<file path="config.mk">
export PLATFORM = sky130hd
export DESIGN_NAME = adaptive_chunk_size_policy
export DESIGN_NICKNAME = d
export VERILOG_FILES = /design/src/hdl/acsp_pkg.sv /design/src/hdl/adaptive_chunk_size_policy.sv
export SDC_FILE = /design/constraint.sdc
export NUM_CORES = 1
export LEC_CHECK = 0
export ABC_CLOCK_PERIOD_IN_PS = 6600
export BUFFER_PORTS_ARGS = -buffer_cell sky130_fd_sc_hd__buf_2
export CAP_MARGIN = 20
export CORE_UTILIZATION = 58
export DETAILED_ROUTE_END_ITERATION = 10
export PLACE_DENSITY = 0.84
export SYNTH_ARGS = -nofsm -noshare
export SYNTH_HDL_FRONTEND = slang
export SYNTH_SLANG_ARGS = --single-unit
</file>
<file path="constraint.sdc">
create_clock -name clk -period 6.6 [get_ports clk]
set_input_delay 1.32 -clock clk [delete_from_list [all_inputs] [get_ports clk]]
set_output_delay 1.32 -clock clk [all_outputs]
set_load 0.05 [all_outputs]
</file>
<file path="src/hdl/acsp_pkg.sv">
// Shared constants for the adaptive chunk size policy block.
package acsp_pkg;

    // Default number of chunk scale steps (1024 bytes down to 16 bytes).
    localparam int NUM_SCALES_DEFAULT = 7;

    // Field widths fixed by the transaction format.
    localparam int RUN_W      = 16;
    localparam int TOTAL_W    = 36;
    localparam int BYTES_W    = 11;
    localparam int RANDOM_W   = 15;
    localparam int POLICY_W   = 3;
    localparam int START_W    = 3;

    // Configuration port geometry: 64-bit data, registers on 8-byte strides.
    localparam int CFG_DATA_W = 64;
    localparam int CFG_ADDR_W = 6;

    // Register indexes.
    localparam logic [2:0] REG_STARTING_SCALE    = 3'd0;
    localparam logic [2:0] REG_SUCCESS_THRESHOLD = 3'd1;
    localparam logic [2:0] REG_FAIL_THRESHOLD    = 3'd2;
    localparam logic [2:0] REG_SCALING_POLICY    = 3'd3;
    localparam logic [2:0] REG_TOTAL_WORKLOAD    = 3'd4;

    // Scaling policy codes; anything above POLICY_LINEAR_ADAPTIVE is invalid.
    localparam logic [POLICY_W-1:0] POLICY_NONE            = 3'd0;
    localparam logic [POLICY_W-1:0] POLICY_LINEAR          = 3'd1;
    localparam logic [POLICY_W-1:0] POLICY_RANDOM          = 3'd2;
    localparam logic [POLICY_W-1:0] POLICY_RANDOM_ADAPTIVE = 3'd3;
    localparam logic [POLICY_W-1:0] POLICY_LINEAR_ADAPTIVE = 3'd4;

    // Operation codes of an input transaction.
    localparam logic OP_START = 1'b0;
    localparam logic OP_CHUNK = 1'b1;

    // Register reset values.
    localparam logic [START_W-1:0]  STARTING_SCALE_RESET    = 3'd0;
    localparam logic [RUN_W-1:0]    SUCCESS_THRESHOLD_RESET = 16'd2;
    localparam logic [RUN_W-1:0]    FAIL_THRESHOLD_RESET    = 16'd2;
    localparam logic [POLICY_W-1:0] SCALING_POLICY_RESET    = POLICY_LINEAR;
    localparam logic [TOTAL_W-1:0]  TOTAL_WORKLOAD_RESET    = 36'd5242880;

    // Largest chunk, at scale index zero.
    localparam logic [BYTES_W-1:0] MAX_CHUNK_BYTES = 11'd1024;

endpackage

</file>
<file path="src/hdl/adaptive_chunk_size_policy.sv">
// Top level of the adaptive chunk size policy block.
//
//  Channel   Direction  Handshake                 Payload
//  -------   ---------  ------------------------  ---------------------------------------
//  in        sink       in_valid / in_stall       operation, power_lost, random_value
//  out       source     out_valid / out_stall     scale_index, next_chunk_bytes,
//                                                 bytes_credited, bytes_total,
//                                                 workload_done, invalid_policy
//  cfg       slave      psel / penable / pready   paddr, pwdata, pwrite, prdata
//
// Each input transaction produces exactly one output transaction. The block is a
// two-register pipeline: an input register that already holds the random value
// folded into a small weighted sum, and a result register loaded together with
// the run state. A new transaction is accepted in every cycle while in_stall is low,
// and its result is presented from the result register once the update stage advances.
// Reset clears the run state and both valid flags and restores the configuration
// registers to their default values.
// A stalled result holds the result register; the input register still takes one
// more transaction, after which in_stall follows out_stall.
module adaptive_chunk_size_policy
#(
    parameter int NUM_SCALES = acsp_pkg::NUM_SCALES_DEFAULT,
    parameter int SCALE_W    = $clog2(NUM_SCALES)
)
(
    input  logic                                clk,
    input  logic                                rst_n,

    // Input channel.
    input  logic                                in_valid,
    output logic                                in_stall,
    input  logic                                operation,
    input  logic                                power_lost,
    input  logic [acsp_pkg::RANDOM_W-1:0]       random_value,

    // Output channel.
    output logic                                out_valid,
    input  logic                                out_stall,
    output logic [SCALE_W-1:0]                  scale_index,
    output logic [acsp_pkg::BYTES_W-1:0]        next_chunk_bytes,
    output logic [acsp_pkg::BYTES_W-1:0]        bytes_credited,
    output logic [acsp_pkg::TOTAL_W-1:0]        bytes_total,
    output logic                                workload_done,
    output logic                                invalid_policy,

    // Configuration port.
    input  logic                                psel,
    input  logic                                penable,
    input  logic                                pwrite,
    input  logic [acsp_pkg::CFG_ADDR_W-1:0]     paddr,
    input  logic [acsp_pkg::CFG_DATA_W-1:0]     pwdata,
    output logic [acsp_pkg::CFG_DATA_W-1:0]     prdata,
    output logic                                pready
);

    import acsp_pkg::*;

    // The random pick is random_value mod NUM_SCALES. Each bit of the random value
    // contributes (2^i mod NUM_SCALES); the sum of those weights is small and is
    // reduced to the final residue by a short compare and subtract chain.
    localparam int SUM_MAX = RANDOM_W * (NUM_SCALES - 1);
    localparam int SUM_W   = $clog2(SUM_MAX + 1);
    // The reduction works at a width that holds NUM_SCALES (at most 4 bits)
    // shifted by up to SUM_W - 1 places.
    localparam int RED_W   = SUM_W + 4;

    // ------------------------------------------------------------------
    // Configuration registers
    // ------------------------------------------------------------------
    logic [START_W-1:0]  starting_scale_reg;
    logic [RUN_W-1:0]    success_threshold_reg;
    logic [RUN_W-1:0]    fail_threshold_reg;
    logic [POLICY_W-1:0] scaling_policy_reg;
    logic [TOTAL_W-1:0]  total_workload_reg;

    logic       cfg_write;
    logic [2:0] cfg_index;

    assign pready    = 1'b1;
    assign cfg_index = paddr[5:3];
    assign cfg_write = psel && penable && pwrite && pready;

    always_ff @(posedge clk or negedge rst_n)
    begin
        if (!rst_n)
        begin
            starting_scale_reg    <= STARTING_SCALE_RESET;
            success_threshold_reg <= SUCCESS_THRESHOLD_RESET;
            fail_threshold_reg    <= FAIL_THRESHOLD_RESET;
            scaling_policy_reg    <= SCALING_POLICY_RESET;
            total_workload_reg    <= TOTAL_WORKLOAD_RESET;
        end
        else if (cfg_write)
        begin
            case (cfg_index)
                REG_STARTING_SCALE:    starting_scale_reg    <= pwdata[START_W-1:0];
                REG_SUCCESS_THRESHOLD: success_threshold_reg <= pwdata[RUN_W-1:0];
                REG_FAIL_THRESHOLD:    fail_threshold_reg    <= pwdata[RUN_W-1:0];
                REG_SCALING_POLICY:    scaling_policy_reg    <= pwdata[POLICY_W-1:0];
                REG_TOTAL_WORKLOAD:    total_workload_reg    <= pwdata[TOTAL_W-1:0];
                default:               ;
            endcase
        end
    end

    // Read data is a plain mux on the register index.
    always_comb
    begin
        prdata = '0;
        case (cfg_index)
            REG_STARTING_SCALE:    prdata = CFG_DATA_W'(starting_scale_reg);
            REG_SUCCESS_THRESHOLD: prdata = CFG_DATA_W'(success_threshold_reg);
            REG_FAIL_THRESHOLD:    prdata = CFG_DATA_W'(fail_threshold_reg);
            REG_SCALING_POLICY:    prdata = CFG_DATA_W'(scaling_policy_reg);
            REG_TOTAL_WORKLOAD:    prdata = CFG_DATA_W'(total_workload_reg);
            default:               prdata = '0;
        endcase
    end

    // ------------------------------------------------------------------
    // Input stage: fold the random value into a weighted residue sum
    // ------------------------------------------------------------------
    logic [SUM_W-1:0] rnd_weight [RANDOM_W];

    for (genvar gi = 0; gi < RANDOM_W; gi++)
    begin : g_weight
        localparam int BitWeight = (1 << gi) % NUM_SCALES;
        assign rnd_weight[gi] = random_value[gi] ? SUM_W'(BitWeight) : '0;
    end

    logic [SUM_W-1:0] rnd_sum;

    always_comb
    begin
        rnd_sum = '0;
        for (int i = 0; i < RANDOM_W; i++)
        begin
            rnd_sum = rnd_sum + rnd_weight[i];
        end
    end

    logic             in_valid_reg;
    logic             in_valid_next;
    logic             op_reg;
    logic             lost_reg;
    logic [SUM_W-1:0] rnd_sum_reg;

    logic load_in;
    logic advance;

    // The update stage fires when it holds a transaction and the result
    // register is free or being emptied in this cycle.
    assign advance  = in_valid_reg && (!out_valid || !out_stall);
    assign in_stall = in_valid_reg && !advance;
    assign load_in  = in_valid && !in_stall;

    always_comb
    begin
        if (load_in)
        begin
            in_valid_next = 1'b1;
        end
        else if (advance)
        begin
            in_valid_next = 1'b0;
        end
        else
        begin
            in_valid_next = in_valid_reg;
        end
    end

    always_ff @(posedge clk or negedge rst_n)
    begin
        if (!rst_n)
        begin
            in_valid_reg <= 1'b0;
        end
        else
        begin
            in_valid_reg <= in_valid_next;
        end
    end

    always_ff @(posedge clk)
    begin
        if (load_in)
        begin
            op_reg      <= operation;
            lost_reg    <= power_lost;
            rnd_sum_reg <= rnd_sum;
        end
    end

    // ------------------------------------------------------------------
    // Update stage: residue reduction, counters, policy and byte total
    // ------------------------------------------------------------------
    logic [RED_W-1:0]   rnd_mod;
    logic [SCALE_W-1:0] rnd_scale;

    // Restoring reduction of the weighted sum by shifted copies of NUM_SCALES.
    always_comb
    begin
        rnd_mod = RED_W'(rnd_sum_reg);
        for (int k = SUM_W - 1; k >= 0; k--)
        begin
            if (rnd_mod >= (RED_W'(NUM_SCALES) << k))
            begin
                rnd_mod = rnd_mod - (RED_W'(NUM_SCALES) << k);
            end
        end
    end

    assign rnd_scale = SCALE_W'(rnd_mod);

    logic [SCALE_W-1:0] scale_reg;
    logic [SCALE_W-1:0] scale_next;
    logic [TOTAL_W-1:0] total_reg;
    logic [TOTAL_W-1:0] total_next;
    logic [RUN_W-1:0]   fail_run_reg;
    logic [RUN_W-1:0]   fail_run_next;
    logic [RUN_W-1:0]   success_run_reg;
    logic [RUN_W-1:0]   success_run_next;

    logic [SCALE_W-1:0] start_scale;
    logic [BYTES_W-1:0] cur_bytes;
    logic [BYTES_W-1:0] credited;
    logic [TOTAL_W:0]   total_sum;
    logic               invalid;
    logic               fail_hit;
    logic               success_hit;
    logic               at_smallest;
    logic               at_largest;

    // Starting scale clamps to the smallest chunk.
    always_comb
    begin
        if (int'(starting_scale_reg) > NUM_SCALES - 1)
        begin
            start_scale = SCALE_W'(NUM_SCALES - 1);
        end
        else
        begin
            start_scale = SCALE_W'(starting_scale_reg);
        end
    end

    assign cur_bytes   = MAX_CHUNK_BYTES >> scale_reg;
    assign invalid     = scaling_policy_reg > POLICY_LINEAR_ADAPTIVE;
    assign at_smallest = int'(scale_reg) >= NUM_SCALES - 1;
    assign at_largest  = scale_reg == '0;

    always_comb
    begin
        scale_next       = scale_reg;
        total_next       = total_reg;
        fail_run_next    = fail_run_reg;
        success_run_next = success_run_reg;
        credited         = '0;
        total_sum        = '0;
        fail_hit         = 1'b0;
        success_hit      = 1'b0;

        if (op_reg == OP_START)
        begin
            scale_next    = start_scale;
            total_next    = '0;
            fail_run_next = '0;
        end
        else
        begin
            // Record the chunk outcome first; the policy sees the updated runs.
            if (!lost_reg)
            begin
                credited  = cur_bytes;
                total_sum = {1'b0, total_reg} + (TOTAL_W + 1)'(cur_bytes);
                if (total_sum[TOTAL_W])
                begin
                    total_next = '1;
                end
                else
                begin
                    total_next = total_sum[TOTAL_W-1:0];
                end
                fail_run_next = '0;
                if (success_run_reg != '1)
                begin
                    success_run_next = success_run_reg + 1'b1;
                end
            end
            else
            begin
                success_run_next = '0;
                if (fail_run_reg != '1)
                begin
                    fail_run_next = fail_run_reg + 1'b1;
                end
            end

            fail_hit    = fail_run_next >= fail_threshold_reg;
            success_hit = success_run_next >= success_threshold_reg;

            case (scaling_policy_reg)
                POLICY_LINEAR:
                begin
                    if (fail_hit)
                    begin
                        fail_run_next = '0;
                        if (!at_smallest)
                        begin
                            scale_next = scale_reg + 1'b1;
                        end
                    end
                end
                POLICY_RANDOM:
                begin
                    if (fail_hit)
                    begin
                        fail_run_next = '0;
                        scale_next    = rnd_scale;
                    end
                end
                POLICY_RANDOM_ADAPTIVE:
                begin
                    if (fail_hit)
                    begin
                        fail_run_next = '0;
                        scale_next    = rnd_scale;
                    end
                    else if (success_hit)
                    begin
                        success_run_next = '0;
                        scale_next       = rnd_scale;
                    end
                end
                POLICY_LINEAR_ADAPTIVE:
                begin
                    if (fail_hit)
                    begin
                        fail_run_next = '0;
                        scale_next    = rnd_scale;
                    end
                    else if (success_hit)
                    begin
                        success_run_next = '0;
                        if (!at_largest)
                        begin
                            scale_next = scale_reg - 1'b1;
                        end
                    end
                end
                default:
                begin
                    // No policy, or an undefined code: the scale stays put.
                end
            endcase
        end
    end

    always_ff @(posedge clk or negedge rst_n)
    begin
        if (!rst_n)
        begin
            scale_reg       <= '0;
            total_reg       <= '0;
            fail_run_reg    <= '0;
            success_run_reg <= '0;
        end
        else if (advance)
        begin
            scale_reg       <= scale_next;
            total_reg       <= total_next;
            fail_run_reg    <= fail_run_next;
            success_run_reg <= success_run_next;
        end
    end

    // ------------------------------------------------------------------
    // Result register
    // ------------------------------------------------------------------
    logic out_valid_reg;
    logic out_valid_next;

    always_comb
    begin
        if (advance)
        begin
            out_valid_next = 1'b1;
        end
        else if (out_stall)
        begin
            out_valid_next = out_valid_reg;
        end
        else
        begin
            out_valid_next = 1'b0;
        end
    end

    always_ff @(posedge clk or negedge rst_n)
    begin
        if (!rst_n)
        begin
            out_valid_reg <= 1'b0;
        end
        else
        begin
            out_valid_reg <= out_valid_next;
        end
    end

    logic [SCALE_W-1:0] scale_out_reg;
    logic [BYTES_W-1:0] chunk_bytes_out_reg;
    logic [BYTES_W-1:0] credited_out_reg;
    logic [TOTAL_W-1:0] total_out_reg;
    logic               done_out_reg;
    logic               invalid_out_reg;

    always_ff @(posedge clk)
    begin
        if (advance)
        begin
            scale_out_reg       <= scale_next;
            chunk_bytes_out_reg <= MAX_CHUNK_BYTES >> scale_next;
            credited_out_reg    <= credited;
            total_out_reg       <= total_next;
            done_out_reg        <= total_next >= total_workload_reg;
            invalid_out_reg     <= invalid;
        end
    end

    assign out_valid        = out_valid_reg;
    assign scale_index      = scale_out_reg;
    assign next_chunk_bytes = chunk_bytes_out_reg;
    assign bytes_credited   = credited_out_reg;
    assign bytes_total      = total_out_reg;
    assign workload_done    = done_out_reg;
    assign invalid_policy   = invalid_out_reg;

endmodule
</file>
==> reports/metrics.csv <==
metric,value,unit
outcome,completed,
clk_path_buf_depth,3,
htreeDepth,1,
hp-class,flop to flop,
syn_avg_cell_area,9.17,um2
met1Wirelength,15.0,mm
synth_edf_count,65,
netlist_area,0.0136,mm2
grt_max_degree,85,
synth_cell_types,80,
wl_met3,3.02,mm
die_w,155,um
fin_util,0.673,
postCtsSetupBuffers,0,
nNetsFinal,1807,
layout_min_cycle_time,5.81,ns
ant_nets,0,
end_kind,flop,
met2_length,16.9,mm
ys_warn_count,0,
max_slew_margin,0.281,
die_height,155,um
worst_pin_slew,1.08,ns
gp_congestion,0.921,
syn_inst,1482,
cp_max_fo,16,
cts.clk_slew.worst_paths,0.06,ns
criticalPathCategory,flop to flop,
dieArea,0.0240,mm2
rsz0062_at_grt,false,
start_util,0.597,
syn_to_final_growth,12.8,%
clock_sinks,212,
synth_top_cell_by_area,dfrtp_1,
topRoutingLayerUsed,met4,
wl,35.9,mm
fill_cells,1794,
cts_tree,done,
cap_violations,0,
synth_area_leaders,"dfrtp_1 (26%), edfxtp_1 (14%), ha_1 (8.8%)",
ys_seq_area_frac,0.415,
core-area,0.0228,mm2
startpoint_type,flop,
fmax,0.172,GHz
hold_buffers,0,
irDropWorstVdd,0.228,mV
wl_per_cell,18.5,um
track_usage,0.300,
p_leak,7.16,nW
hold_viol,0,
yosysTopAreaCellShare,0.261,
synth-main-ff-cell,dfrtp_1,
required,6.84,ns
drc_errors,0,
synth.most_common_cell,nand2_1,
setup_viol,0,
synthTopCellsByCount,"nand2_1 (153), dfrtp_1 (142), o21ai_0 (140)",
port_buffers,157,
seq_area,0.00564,mm2
num_vias,11872,
drive_gt1_frac,0.151,
async_flop_share,0.693,
tns,0,ns
synth_seq_cells,212,
fin_crit_sh,0.880,
multi_input_area,0.00710,mm2
drt_iter0_drc,1148,
grt_pass1_wl,57.8,mm
drv_slew,0,
cts_root_buf,clkbuf_16,
finalClockSkew,0.0198,ns
grt_pass1_vias,11309,
rows,55,
firstDrtPassIters,7,
antenna_found_initial,0,
numCtsBuffers,24,
n_antenna_cell,0,
insertion_delay,0.53,ns
cts-resized-gates,0,
hpwl,25.4,mm
power_density,293,mW/mm2
grt_overflow_total,0,
ios,224,
layoutNonFillerInstCount,1939,
crit_arrival,6.05,ns
via_per_inst,6.12,
dp_cells,1895,
cell type report:
type,instances,area share
Clock buffer,31,0.0449
Clock inverter,13,0.0106
Inverter,115,0.0282
Multi-Input combinational cell,1081,0.463
Sequential cell,212,0.368
Tap cell,313,0.0255
Timing Repair Buffer,174,0.0602
worst paths after layout:
path,from,endpoint,slack [ns],cells after the start
max in group asynchronous,rst_n,total_workload_reg[12],4.35,2
min,total_reg[0],total_reg[0],0.49,1
max,scale_reg[0],workload_done,0.79,24
min in group asynchronous,rst_n,total_reg[30],0.85,1
min reg2reg,total_reg[0],total_reg[0],0.49,1
max reg2reg,scale_reg[0],workload_done,0.79,24
worst max-delay path, stage by stage (launching register included):
cell,delay (ns)
dfrtp_1,0.52
inv_1,0.17
ha_1,0.29
nand2_1,0.20
inv_1,0.07
ha_1,0.27
a21o_1,0.10
a21oi_1,0.08
o21ai_0,0.17
a21oi_1,0.13
o21bai_1,0.22
a41oi_1,0.16
buf_4,0.22
o21ai_0,0.62
o21ai_0,0.27
a21oi_1,0.31
ha_1,0.31
a21o_1,0.16
a21o_1,0.16
a21oi_1,0.13
o21ai_0,0.11
nand2_1,0.11
a211oi_1,0.09
o311ai_0,0.49
a31oi_1,0.15
through the flow:
| step | hold slack [ns] | instance area (um2) | power (mW) | setup slack (ns) |
|---|---|---|---|---|
| after global placement | 0.469 | 14500 | 2.99 | 1.15 |
| after floorplan | 0.457 | 13700 | 2.72 | 1.82 |
| final | 0.487 | 15300 | 4.50 | 0.791 |
| after global routing | 0.500 | 15300 | 4.72 | 0.418 |
| after detailed placement | 0.475 | 14500 | 3.05 | 1.07 |
| after CTS | 0.487 | 15300 | 4.48 | 1.01 |
where the power goes:
| group | switching (mW) | leakage (nW) | internal, mW |
|---|---|---|---|
| clock | 0.551 | 0.418 | 0.887 |
| sequential | 0.146 | 2.49 | 1.55 |
| combinational | 0.909 | 4.26 | 0.455 |
kinds of logic (layout without fill, tap and decap cells):
| group | after synthesis | count (layout) | share of synthesized area |
|---|---|---|---|
| xor+xnor | 48 | 48 | 0.0309 |
| buf+inv | 222 | 333 | 0.0728 |
| compound gates | 427 | 427 | 0.204 |
| other cells | 2 | 35 | 0.000553 |
| mux | 22 | 22 | 0.0172 |
| simple gates | 444 | 444 | 0.158 |
| flops | 212 | 212 | 0.415 |
| fa+ha+maj | 105 | 105 | 0.102 |
cells in the final DEF, fill, tap and decap left out, drive strengths merged, types with 7 or more instances in the layout:
| cell | n |
|---|---|
| clkbuf | 31 |
| nand2 | 153 |
| clkinv | 9 |
| buf | 174 |
| dfrtp | 142 |
| nor3 | 24 |
| nand2b | 12 |
| o21ai | 142 |
| a21oi | 96 |
| nor2b | 13 |
| xnor2 | 25 |
| a22oi | 13 |
| conb | 35 |
| mux2i | 11 |
| and3 | 41 |
| a21o | 19 |
| nand4 | 17 |
| edfxtp | 65 |
| or3 | 7 |
| o31ai | 7 |
| nor4 | 9 |
| o21a | 11 |
| a31oi | 16 |
| a22o | 30 |
| a211oi | 14 |
| a2bb2oi | 14 |
| nor2 | 94 |
| mux2 | 11 |
| xor2 | 23 |
| nand3 | 32 |
| fa | 9 |
| and4 | 7 |
| ha | 96 |
| inv | 114 |
| and2 | 13 |
routing by layer:
layer / global-route usage / vias up
met5: 0 / -
li1: - / 5512
met1: 0.414 / 5683
met4: 0.0962 / 0
met2: 0.485 / 584
met3: 0.0471 / 93
Power figures use the tool's default switching activity.
